==> src/rtl/ring_buffer_indexed_list_assert.svh <==
// Assertion helpers for the ring list; aclk and aresetn must be in scope.
`ifndef RING_BUFFER_INDEXED_LIST_ASSERT_SVH
`define RING_BUFFER_INDEXED_LIST_ASSERT_SVH

// Consequent checked in the same cycle as the antecedent.
`define RBIL_ASSERT_NOW(label, ante, cons, msg) \
    label: assert property (@(posedge aclk) disable iff (!aresetn) (ante) |-> (cons)) \
        else $error(msg);

// Consequent checked in the cycle after the antecedent.
`define RBIL_ASSERT_NEXT(label, ante, cons, msg) \
    label: assert property (@(posedge aclk) disable iff (!aresetn) (ante) |=> (cons)) \
        else $error(msg);

`endif

==> src/rtl/rbil_pkg.sv <==
package rbil_pkg;

    localparam int RING_SLOTS = 16;
    localparam int VALUE_BITS = 32;
    localparam int SLOT_BITS  = $clog2(RING_SLOTS);

    typedef logic [SLOT_BITS-1:0]  slot_t;
    typedef logic [VALUE_BITS-1:0] value_t;

    localparam slot_t HOME_SLOT = slot_t'((RING_SLOTS - 1) / 2);
    localparam slot_t MAX_LEN   = slot_t'(RING_SLOTS - 1);

    localparam logic [1:0] MODE_READ   = 2'd0;
    localparam logic [1:0] MODE_INSERT = 2'd1;
    localparam logic [1:0] MODE_REMOVE = 2'd2;
    localparam logic [1:0] MODE_FIND   = 2'd3;

    localparam logic [1:0] ST_OK    = 2'd0;
    localparam logic [1:0] ST_RANGE = 2'd1;
    localparam logic [1:0] ST_FULL  = 2'd2;

    typedef struct packed {
        logic [1:0]  mode;
        logic [3:0]  position;
        logic [31:0] item_value;
    } in_t;

    typedef struct packed {
        logic [31:0] read_value;
        logic [3:0]  found_index;
        logic [3:0]  list_length;
        logic [1:0]  status;
    } out_t;

    typedef struct packed {
        logic   we;
        slot_t  waddr;
        value_t wdata;
        logic   re;
        slot_t  raddr;
    } ram_req_t;

endpackage

==> src/rtl/rbil_ram.sv <==
module rbil_ram #(
    parameter int DEPTH = 16,
    parameter int WIDTH = 32,
    localparam int AW = $clog2(DEPTH)
) (
    input  logic             aclk,
    input  logic             we,
    input  logic [AW-1:0]    waddr,
    input  logic [WIDTH-1:0] wdata,
    input  logic             re,
    input  logic [AW-1:0]    raddr,
    output logic [WIDTH-1:0] rdata
);

    logic [WIDTH-1:0] mem [DEPTH];

    always_ff @(posedge aclk) begin
        if (we) begin
            mem[waddr] <= wdata;
        end
    end

    always_ff @(posedge aclk) begin
        if (re) begin
            rdata <= mem[raddr];
        end
    end

endmodule

==> src/rtl/rbil_ctrl.sv <==
`include "ring_buffer_indexed_list_assert.svh"

module rbil_ctrl (
    input  logic              aclk,
    input  logic              aresetn,
    input  logic              in_valid,
    output logic              in_ready,
    input  rbil_pkg::in_t     in_data,
    output logic              res_valid,
    input  logic              res_ready,
    output rbil_pkg::out_t    res_data,
    output rbil_pkg::ram_req_t ram_req,
    input  rbil_pkg::value_t  ram_rdata
);
    import rbil_pkg::*;

    localparam logic [2:0] S_IDLE  = 3'd0;
    localparam logic [2:0] S_PLAN  = 3'd1;
    localparam logic [2:0] S_RDATA = 3'd2;
    localparam logic [2:0] S_SHIFT = 3'd3;
    localparam logic [2:0] S_PUT   = 3'd4;
    localparam logic [2:0] S_FIND  = 3'd5;
    localparam logic [2:0] S_DONE  = 3'd6;

    logic [2:0] state_reg, state_next;
    logic [1:0] mode_reg, mode_next;
    slot_t      pos_reg, pos_next;
    value_t     val_reg, val_next;
    slot_t      head_reg, head_next;
    slot_t      tail_reg, tail_next;
    slot_t      cur_reg, cur_next;
    slot_t      stop_reg, stop_next;
    logic       up_reg, up_next;
    logic       wpend_reg, wpend_next;
    slot_t      waddr_reg, waddr_next;
    logic       hit_pend_reg, hit_pend_next;
    slot_t      hit_idx_reg, hit_idx_next;
    value_t     rd_reg, rd_next;
    slot_t      found_reg, found_next;
    logic [1:0] status_reg, status_next;

    slot_t len;
    slot_t half;
    slot_t real_slot;
    slot_t step_slot;
    logic  match;

    assign len       = tail_reg - head_reg;
    assign half      = len >> 1;
    assign real_slot = head_reg + pos_reg;
    assign step_slot = up_reg ? cur_reg + slot_t'(1) : cur_reg - slot_t'(1);
    assign match     = (ram_rdata == val_reg);

    assign in_ready  = (state_reg == S_IDLE);
    assign res_valid = (state_reg == S_DONE);

    always_comb begin
        res_data.read_value  = 32'(rd_reg);
        res_data.found_index = 4'(found_reg);
        res_data.list_length = 4'(len);
        res_data.status      = status_reg;
    end

    always_comb begin
        state_next    = state_reg;
        mode_next     = mode_reg;
        pos_next      = pos_reg;
        val_next      = val_reg;
        head_next     = head_reg;
        tail_next     = tail_reg;
        cur_next      = cur_reg;
        stop_next     = stop_reg;
        up_next       = up_reg;
        wpend_next    = 1'b0;
        waddr_next    = waddr_reg;
        hit_pend_next = hit_pend_reg;
        hit_idx_next  = hit_idx_reg;
        rd_next       = rd_reg;
        found_next    = found_reg;
        status_next   = status_reg;

        // pending move lands in the cycle after its read
        ram_req.we    = wpend_reg;
        ram_req.waddr = waddr_reg;
        ram_req.wdata = ram_rdata;
        ram_req.re    = 1'b0;
        ram_req.raddr = step_slot;

        case (state_reg)
            S_IDLE: begin
                if (in_valid) begin
                    mode_next   = in_data.mode;
                    pos_next    = slot_t'(in_data.position);
                    val_next    = value_t'(in_data.item_value);
                    rd_next     = '0;
                    found_next  = '0;
                    status_next = ST_OK;
                    state_next  = S_PLAN;
                end
            end
            S_PLAN: begin
                case (mode_reg)
                    MODE_READ: begin
                        if (pos_reg >= len) begin
                            status_next = ST_RANGE;
                            state_next  = S_DONE;
                        end else begin
                            ram_req.re    = 1'b1;
                            ram_req.raddr = real_slot;
                            state_next    = S_RDATA;
                        end
                    end
                    MODE_INSERT: begin
                        if (pos_reg > len) begin
                            status_next = ST_RANGE;
                            state_next  = S_DONE;
                        end else if (len >= MAX_LEN) begin
                            status_next = ST_FULL;
                            state_next  = S_DONE;
                        end else if (pos_reg > half) begin
                            // open a gap by pushing the tail side up
                            cur_next   = tail_reg;
                            up_next    = 1'b0;
                            stop_next  = real_slot;
                            tail_next  = tail_reg + slot_t'(1);
                            state_next = S_SHIFT;
                        end else begin
                            cur_next   = head_reg - slot_t'(1);
                            up_next    = 1'b1;
                            stop_next  = real_slot - slot_t'(1);
                            head_next  = head_reg - slot_t'(1);
                            state_next = S_SHIFT;
                        end
                    end
                    MODE_REMOVE: begin
                        if (pos_reg >= len) begin
                            status_next = ST_RANGE;
                            state_next  = S_DONE;
                        end else begin
                            ram_req.re    = 1'b1;
                            ram_req.raddr = real_slot;
                            cur_next      = real_slot;
                            if (pos_reg > half) begin
                                up_next   = 1'b1;
                                stop_next = tail_reg - slot_t'(1);
                                tail_next = tail_reg - slot_t'(1);
                            end else begin
                                up_next   = 1'b0;
                                stop_next = head_reg;
                                head_next = head_reg + slot_t'(1);
                            end
                            state_next = S_RDATA;
                        end
                    end
                    default: begin
                        cur_next      = '0;
                        hit_pend_next = 1'b0;
                        state_next    = S_FIND;
                    end
                endcase
            end
            S_RDATA: begin
                rd_next = ram_rdata;
                if (mode_reg == MODE_REMOVE) begin
                    state_next = S_SHIFT;
                end else begin
                    state_next = S_DONE;
                end
            end
            S_SHIFT: begin
                if (cur_reg != stop_reg) begin
                    ram_req.re    = 1'b1;
                    ram_req.raddr = step_slot;
                    wpend_next    = 1'b1;
                    waddr_next    = cur_reg;
                    cur_next      = step_slot;
                end else if (mode_reg == MODE_INSERT) begin
                    state_next = S_PUT;
                end else begin
                    state_next = S_DONE;
                end
            end
            S_PUT: begin
                ram_req.we    = 1'b1;
                ram_req.waddr = stop_reg;
                ram_req.wdata = val_reg;
                state_next    = S_DONE;
            end
            S_FIND: begin
                if (hit_pend_reg && match) begin
                    found_next = hit_idx_reg;
                    state_next = S_DONE;
                end else if (cur_reg == len) begin
                    // drain the last compare before reporting absence
                    hit_pend_next = 1'b0;
                    if (!hit_pend_reg) begin
                        found_next = len;
                        state_next = S_DONE;
                    end
                end else begin
                    ram_req.re    = 1'b1;
                    ram_req.raddr = head_reg + cur_reg;
                    hit_pend_next = 1'b1;
                    hit_idx_next  = cur_reg;
                    cur_next      = cur_reg + slot_t'(1);
                end
            end
            S_DONE: begin
                if (res_ready) begin
                    state_next = S_IDLE;
                end
            end
            default: begin
                state_next = S_IDLE;
            end
        endcase
    end

    always_ff @(posedge aclk) begin
        if (!aresetn) begin
            state_reg    <= S_IDLE;
            head_reg     <= HOME_SLOT;
            tail_reg     <= HOME_SLOT;
            wpend_reg    <= 1'b0;
            hit_pend_reg <= 1'b0;
        end else begin
            state_reg    <= state_next;
            head_reg     <= head_next;
            tail_reg     <= tail_next;
            wpend_reg    <= wpend_next;
            hit_pend_reg <= hit_pend_next;
        end
    end

    always_ff @(posedge aclk) begin
        mode_reg    <= mode_next;
        pos_reg     <= pos_next;
        val_reg     <= val_next;
        cur_reg     <= cur_next;
        stop_reg    <= stop_next;
        up_reg      <= up_next;
        waddr_reg   <= waddr_next;
        hit_idx_reg <= hit_idx_next;
        rd_reg      <= rd_next;
        found_reg   <= found_next;
        status_reg  <= status_next;
    end

    `RBIL_ASSERT_NOW(a_rw_apart, ram_req.we && ram_req.re, ram_req.waddr != ram_req.raddr, "move writes the slot being read")
    `RBIL_ASSERT_NOW(a_idle_drained, state_reg == S_IDLE, !wpend_reg, "move still pending in idle")
    `RBIL_ASSERT_NOW(a_full_insert, res_valid && status_reg == ST_FULL, mode_reg == MODE_INSERT, "full flag on a non-insert")
    `RBIL_ASSERT_NEXT(a_one_beat, in_valid && in_ready, !in_ready, "second beat taken while busy")
    `RBIL_ASSERT_NEXT(a_find_keeps, state_reg == S_FIND, $stable(head_reg) && $stable(tail_reg), "find moved the ring pointers")

endmodule

==> src/rtl/ring_buffer_indexed_list.sv <==
// Ordered list of up to 15 values held in a 16-slot ring.
// Input channel s_valid/s_ready/s_data carries one request beat: mode
// (read, insert, remove, find), position and item_value. Result channel
// m_valid/m_ready/m_data returns exactly one beat per request with the
// value read or removed, the found index, the new length and a status.
// One request is worked at a time; s_ready is low from acceptance until
// the result is handed to the output register.
// A flagged request goes from planning straight to the result; a read
// fetches its entry first; insert and remove move entries (at most half
// the length) and find compares up to length entries.
// The single slot memory port pair allows one entry moved or compared
// per cycle. A new request is accepted the cycle after the previous result
// leaves the sequencer, even while that result still waits in the output
// register.
// A stalled receiver holds m_data steady; the next result then waits in
// the sequencer and s_ready stays low.
// Reset empties the list (head and tail at slot 7); slot contents are not
// cleared and are never read before being written.
module ring_buffer_indexed_list (
    input  logic           aclk,
    input  logic           aresetn,
    input  logic           s_valid,
    output logic           s_ready,
    input  rbil_pkg::in_t  s_data,
    output logic           m_valid,
    input  logic           m_ready,
    output rbil_pkg::out_t m_data
);
    import rbil_pkg::*;

    ram_req_t ram_req;
    value_t   ram_rdata;
    logic     res_valid;
    logic     res_ready;
    out_t     res_data;

    logic     m_valid_reg, m_valid_next;
    out_t     m_data_reg, m_data_next;

    rbil_ctrl u_ctrl (
        .aclk      (aclk),
        .aresetn   (aresetn),
        .in_valid  (s_valid),
        .in_ready  (s_ready),
        .in_data   (s_data),
        .res_valid (res_valid),
        .res_ready (res_ready),
        .res_data  (res_data),
        .ram_req   (ram_req),
        .ram_rdata (ram_rdata)
    );

    rbil_ram #(
        .DEPTH (RING_SLOTS),
        .WIDTH (VALUE_BITS)
    ) u_ram (
        .aclk  (aclk),
        .we    (ram_req.we),
        .waddr (ram_req.waddr),
        .wdata (ram_req.wdata),
        .re    (ram_req.re),
        .raddr (ram_req.raddr),
        .rdata (ram_rdata)
    );

    // output register frees the sequencer once the beat is parked
    assign res_ready = !m_valid_reg || m_ready;

    always_comb begin
        m_valid_next = m_valid_reg;
        m_data_next  = m_data_reg;
        if (res_valid && res_ready) begin
            m_valid_next = 1'b1;
            m_data_next  = res_data;
        end else if (m_ready) begin
            m_valid_next = 1'b0;
        end
    end

    always_ff @(posedge aclk) begin
        if (!aresetn) begin
            m_valid_reg <= 1'b0;
        end else begin
            m_valid_reg <= m_valid_next;
        end
    end

    always_ff @(posedge aclk) begin
        m_data_reg <= m_data_next;
    end

    assign m_valid = m_valid_reg;
    assign m_data  = m_data_reg;

endmodule

==> config.mk <==
export PLATFORM = sky130hd
export DESIGN_NAME = ring_buffer_indexed_list
export DESIGN_NICKNAME = d
export VERILOG_FILES = /design/src/rtl/rbil_pkg.sv /design/src/rtl/rbil_ram.sv /design/src/rtl/rbil_ctrl.sv /design/src/rtl/ring_buffer_indexed_list.sv
export VERILOG_INCLUDE_DIRS = /design/src /design/src/rtl
export SDC_FILE = /design/constraint.sdc
export NUM_CORES = 1
export LEC_CHECK = 0
export ABC_AREA = 1
export BUFFER_PORTS_ARGS = -buffer_cell sky130_fd_sc_hd__buf_4
export CORE_MARGIN = 8
export CORE_UTILIZATION = 40
export CTS_CLUSTER_DIAMETER = 120
export CTS_CLUSTER_SIZE = 10
export DETAILED_ROUTE_END_ITERATION = 8
export PLACE_DENSITY = 0.55
export RECOVER_POWER = 100
export SYNTH_ARGS = -nofsm -noshare
export SYNTH_HDL_FRONTEND = slang
export SYNTH_SLANG_ARGS = --single-unit
export TNS_END_PERCENT = 20
==> constraint.sdc <==
create_clock -name aclk -period 7.05 [get_ports aclk]
set_input_delay 1.41 -clock aclk [delete_from_list [all_inputs] [get_ports aclk]]
set_output_delay 1.41 -clock aclk [all_outputs]
set_load 0.02 [all_outputs]
==> results of run 1 <==
power by group through the flow:
stage / Clock [uW] / Combinational, uW / Sequential [uW]
6_report: 3610 / 8270 / 6110
5_1_grt: 3860 / 9200 / 6150
4_1_cts: 3690 / 8370 / 6060
3_5_place_dp: 0 / 8340 / 6130
3_3_place_gp: 0 / 8220 / 6120
2_1_floorplan: 0 / 5820 / 6000
how the worst max path moves through the flow:
stage / to / depth (start not counted)
after CTS: u_ram.rdata[8] / 18
after floorplan: u_ctrl.rd_reg[0] / 2
final: u_ram.mem[15][7] / 7
after detailed placement: u_ram.rdata[8] / 18
after global routing: u_ram.mem[6][1] / 8
after global placement: u_ram.rdata[9] / 21
logic make-up (layout without fill, tap and decap cells):
logic type               after synthesis  in the layout  share of synthesized area
adder cells (fa/ha/maj)               29             29                    0.01243
AO/OA/AOI/OAI                        124            124                    0.02253
XOR/XNOR                              38             38                    0.01074
buffers and inverters                606            701                    0.07752
flip-flops                           693            693                     0.6670
multiplexers                           1              1                  0.0003230
AND/OR/NAND/NOR                     1433           1433                     0.2095
layer usage:
metal	vias to the layer above	routed length, um	global-route usage	part of all wire
li1	9964	-	-	-
met1	10223	36860	0.2644	0.45
met2	746	37740	0.2979	0.46
met3	117	6050	0.03283	0.073
met4	0	1749	0.05410	0.021
met5	-	0	0	0
placed cells by master (no fill, tap or decap), types with 8 or more instances in the layout:
cell / Yosys / routed
edfxtp_1: 679 / 679
nand3_1: 629 / 630
nand2_1: 588 / 586
inv_1: 450 / 451
nor2_1: 126 / 111
clkbuf_1: 46 / 89
clkbuf_16: 0 / 81
nand3b_1: 68 / 68
o21ai_0: 61 / 64
clkbuf_4: 0 / 38
a21oi_1: 32 / 31
ha_1: 26 / 26
xnor2_1: 24 / 24
clkbuf_2: 0 / 17
nor2_4: 1 / 16
xor2_1: 14 / 14
dfxtp_1: 14 / 14
buf_4: 2 / 11
o211ai_1: 8 / 8
through the flow:
stage / util / cells
floorplan: - / 2924
global placement: 0.4276 / 3960
detailed placement: 0.4276 / 3960
CTS: 0.4558 / 4059
global route: 0.4508 / 4059
finish: 0.4508 / 4059
layout make-up:
type,instances,area (um^2),area share
Clock inverter,6,96.34,0.002772
Sequential cell,693,20670,0.5948
Tap cell,1040,1301,0.03744
Inverter,456,1712,0.04925
Multi-Input combinational cell,1625,8099,0.2331
Clock buffer,93,2072,0.05962
Timing Repair Buffer,146,802.0,0.02308
worst reg2reg max path, stage by stage, from the launching register on:
cell and delay [ns]:
dfxtp_1 0.40, nor2_1 0.09, nand2_2 0.05, clkbuf_1 2.18, mux2i_1 0.50, nand3b_1 0.56, nor2_4 0.55, clkbuf_2 0.85
==> results.ini, run 1 <==
[global_route]
grt_first_pass_wirelength_mm=124.9
grt_overflow=0
grt_max_degree=192
grt_usage=0.1879
first_global_vias=20287
antenna_found_initial=1

[clock_network]
clkLatencyLatePin_ns=0.62
holdBufCountCts=0
post_cts_resized=0
cts_tree=yes
clockRootBuffer=clkbuf_16
cts_setup_buffers=0
clock-sinks=693
cts_made_buffers=79
htree_levels=3
clockBufferDepth=3
cts.clk_slew.worst_paths_ns=0.06

[timing]
fmax_mhz=178.9
setup_viol=0
fin_crit_sh=0.7927
layout_min_cycle_time_ns=5.588
slew_viol_final=236
fin_hold_ws_ns=0.4139
tightest_slew_ns=4.290
fin_skew_ns=0.02725
worst_slack_ns=1.462
fin_setup_tns_ns=0
rsz0062_at_grt=no
slew_headroom=-1.890
hold_viol_final=0

[die]
die_w_um=294.3
die_h_um=294.3
num_rows=102
core_area_um2=77080
die-area_um2=86640
io_pins=86
start_util=0.4020

[layout]
antenna_cells=0
largest_register_ffs=512
nets=3072
fillers=7143
fin_area_um2=34750
area_delta_synth_final_pct=12.14
drive_above_1_share=0.06327

[run_status]
status=finished with violations
violations=capacitance limit, slew limit

[synthesis]
synth-seq-cells=693
ys_warn_count=0
synth-seq-area-share=0.6670
avgSynthCellArea_um2=10.60
synth.most_common_cell=edfxtp_1
synthDominantCellAreaShare=0.6579
netlist_area_um2=30990
synth_cell_type_count=45
netlist_top_cells_count=679 x edfxtp_1, 629 x nand3_1, 588 x nand2_1, 450 x inv_1, 126 x nor2_1
yosys.area.top_type=edfxtp_1
synth_cells=2924
synth-edff-count=679
syn_nets=2995
synthArstFlopShare=0
ys.flop_type=edfxtp_1
yosys-top-cells-area=edfxtp_1 66%, nand3_1 10%, nand2_1 7.1%

[pwr]
total_power_uw=17990
seqPwrFrac=0.340
p_sw_frac=0.4374
p_leak_uw=0.01394
powerDensity_nw_per_um2=517.6
p_int_uw=10120
clkPwrFrac=0.201
p_switching_uw=7868
ir_drop_v=0.0007489
pwr-share-comb=0.459

[setup_path]
r2r_cells=7
worstReg2RegEnd=u_ram.mem[15][7]
crit_path_start=u_ctrl.state_reg[1]
slowest_delay_ns=2.18
critPathKind=reg -> reg
cp_cell_sequence=nor2_1, nand2_2, clkbuf_1, mux2i_1, nand3b_1, nor2_4, clkbuf_2
end_kind=flip-flop
path_buf_inv=2
slowest_stage=clkbuf_1
rrSetupSlack_ns=1.46
cp_max_fo=72
worst-endpoint-required_ns=7.27
cp_top_family=buffers and inverters
start_kind=flip-flop
crit_arrival_ns=5.81
regToRegStartpoint=u_ctrl.state_reg[1]

[detailed_routing]
route.detailed.drc=0
drt_pre_antenna_iters=5
vias=21050
drt_iter0_drc=1971
routed_wl_mm=82.40
vias_per_cell=5.186
routedWlPerCell_um=20.30
detail-route-antenna-nets=0

[worst_hold_path]
min-delay-start=u_ctrl.rd_reg[17]
min_to=m_data[27]
min_delay_path_depth=0
min_path_type=reg -> reg

[placement]
dp_hpwl_mm=45.04
gp_congestion=0.8681
preCtsSetupSlack_ns=2.033
io_buffers=85
placed_cell_area_um2=32960

[run]
cap_violations=6

(Power assumes the default switching activity.)
==> run 2, diff against run 1 <==
- PLACE_DENSITY: 0.55 -> 0.57
- clock period: 7.05 -> 4.9 ns (I/O delays scaled with it)
==> run 2 against run 1 <==
  * Sequential power increased by 43%
  * Critical endpoint is now u_ram.mem[11][23]
  * Largest power group unchanged
  * Routed wire length grew 1.3%
  * Cell count up 0.42%
  * Clock power is 44% higher
  * Core utilization rose by 0.28 points
  * Clock-buffer cell count rose by 2
  * First-iteration DRC count increased by 9.1%
  * The flow still finishes with violations (capacitance limit, slew limit)
  * Global-route usage is 0.12 points higher
  * Power is 46% higher
  * Via count increased by 1.6%
==> results.ini, run 2 (same netlist as run 1, synthesis figures left out) <==
[placement]
io_buffers=85
preCtsSetupSlack_ns=0.7429
gp_congestion=0.8850
dp_hpwl_mm=49.26

[layout]
fillers=7176
layout_commonest_cell=edfxtp_1
area_delta_synth_final_pct=12.83
multi_input_area_um2=8058
drive_above_1_share=0.06686
fin_util=0.4536
largest_register_ffs=512
antenna_cells=0
nets=3090
seqCellArea_um2=20670
mostFrequentLayoutCells=679 x edfxtp_1, 629 x nand3_1, 586 x nand2_1

[clock_network]
clockRootBuffer=clkbuf_16
cts.clk_slew.worst_paths_ns=0.06
holdBufCountCts=0
cts_tree=yes
cts_made_buffers=79
clkLatencyLatePin_ns=0.62
clock-sinks=693
post_cts_resized=0
clockBufferDepth=3
cts_setup_buffers=0
htree_levels=3

[detailed_routing]
drt_pre_antenna_iters=6
drt_iter0_drc=2151
detail-route-antenna-nets=0
route.detailed.drc=0
vias_per_cell=5.247
vias=21387
routed_wl_mm=83.47
routedWlPerCell_um=20.48

[setup_path]
crit_arrival_ns=4.64
start_kind=flip-flop
worstReg2RegEnd=u_ram.mem[11][23]
slowest_delay_ns=1.28
path_buf_inv=1
worst-endpoint-required_ns=5.14
end_kind=flip-flop
cp_max_fo=28
cp_cell_sequence=nand2_1, o21ai_0, nand2_1, nor2_2, clkbuf_2
critPathKind=reg -> reg
cp_top_family=simple AND/OR/NAND/NOR gates
rrSetupSlack_ns=0.50
slowest_stage=nor2_2
cp_common_cell=nand2_1
regToRegStartpoint=u_ctrl.state_reg[2]
r2r_cells=5

[pwr]
p_leak_uw=0.01406
ir_drop_v=0.0007881
powerDensity_nw_per_um2=751.8

[run_status]
status=finished with violations
violations=capacitance limit, slew limit

[worst_hold_path]
min_path_type=reg -> reg
min_delay_path_depth=0
min_to=m_data[38]
min-delay-start=u_ctrl.rd_reg[28]

[timing]
fin_crit_sh=0.8983
fin_skew_ns=0.01913
tightest_slew_ns=3.229
rsz0062_at_grt=no
fmax_mhz=227.2
layout_min_cycle_time_ns=4.402
fin_setup_tns_ns=0
slew_viol_final=235
hold_viol_final=0
setup_viol=0
worst_slack_ns=0.4985
slew_headroom=-1.161

[die]
num_rows=102
start_util=0.4020
die_h_um=294.3
core_area_um2=77080
die_w_um=294.3
die-area_um2=86640
io_pins=86

[global_route]
antenna_found_initial=0
grt_first_pass_wirelength_mm=126.7
grt_max_degree=128
grt_overflow=0
grt_usage=0.1891
first_global_vias=20682

[run]
cap_violations=9

run 2: cell types whose count changed in the layout (fill, tap and decap cells not counted), moves of 2 or more:
cell and change:
clkbuf_16 +2, buf_12 +11, nor2_2 +5, clkbuf_1 +4
buf_4 +7, nor2_4 -7, nor2_1 +2, clkbuf_2 -3
clkinv_8 -3
run 2: how the worst max path moves through the flow:
stage / start / end / cells past startpoint
after floorplan: s_valid / u_ctrl.rd_reg[0] / 2
after global placement: u_ctrl.head_reg[1] / u_ram.rdata[22] / 19
after detailed placement: u_ctrl.head_reg[1] / u_ram.rdata[22] / 19
after CTS: u_ctrl.head_reg[1] / u_ram.rdata[17] / 18
after global routing: u_ctrl.tail_reg[0] / u_ctrl.head_reg[2] / 17
final: u_ctrl.state_reg[2] / u_ram.mem[11][23] / 5
run 2: worst reg2reg max path, delay by kind of cell, from the launching register on:
family	cells	cell delay, ns
simple gates	3	2.18
buf+inv	1	0.71
flops	1	0.48
compound gates	1	0.65
run 2: area by class of cell:
class                   count  area share
clock inverters             3    0.001073
flip-flops and latches    693      0.5911
repair buffers            164     0.03052
inverters                 456     0.04895
clock buffers              95     0.06069
well taps                1040     0.03721
multi-input cells        1625      0.2304
run 2: layer usage:
layer | share of wire | track usage | up-vias
li1 | - | - | 10000
met1 | 0.45 | 0.2665 | 10371
met2 | 0.45 | 0.2962 | 875
met3 | 0.071 | 0.02809 | 141
met4 | 0.031 | 0.06954 | 0
met5 | 0 | 0 | -
run 2: metrics by stage:
step,cells,hold slack (ns),total power [uW],instance area (um^2)
after floorplan,2924,0.4003,17010,30990
after global placement,3978,0.4009,21090,33240
after detailed placement,3978,0.4045,21280,33240
after CTS,4076,0.4153,26550,35400
after global routing,4076,0.4200,27960,34970
final,4076,0.4132,26290,34970
run 2: where the power goes:
part,switching [uW],internal [uW]
Clock,2200,3010
Combinational,8750,3560
Sequential,432,8330
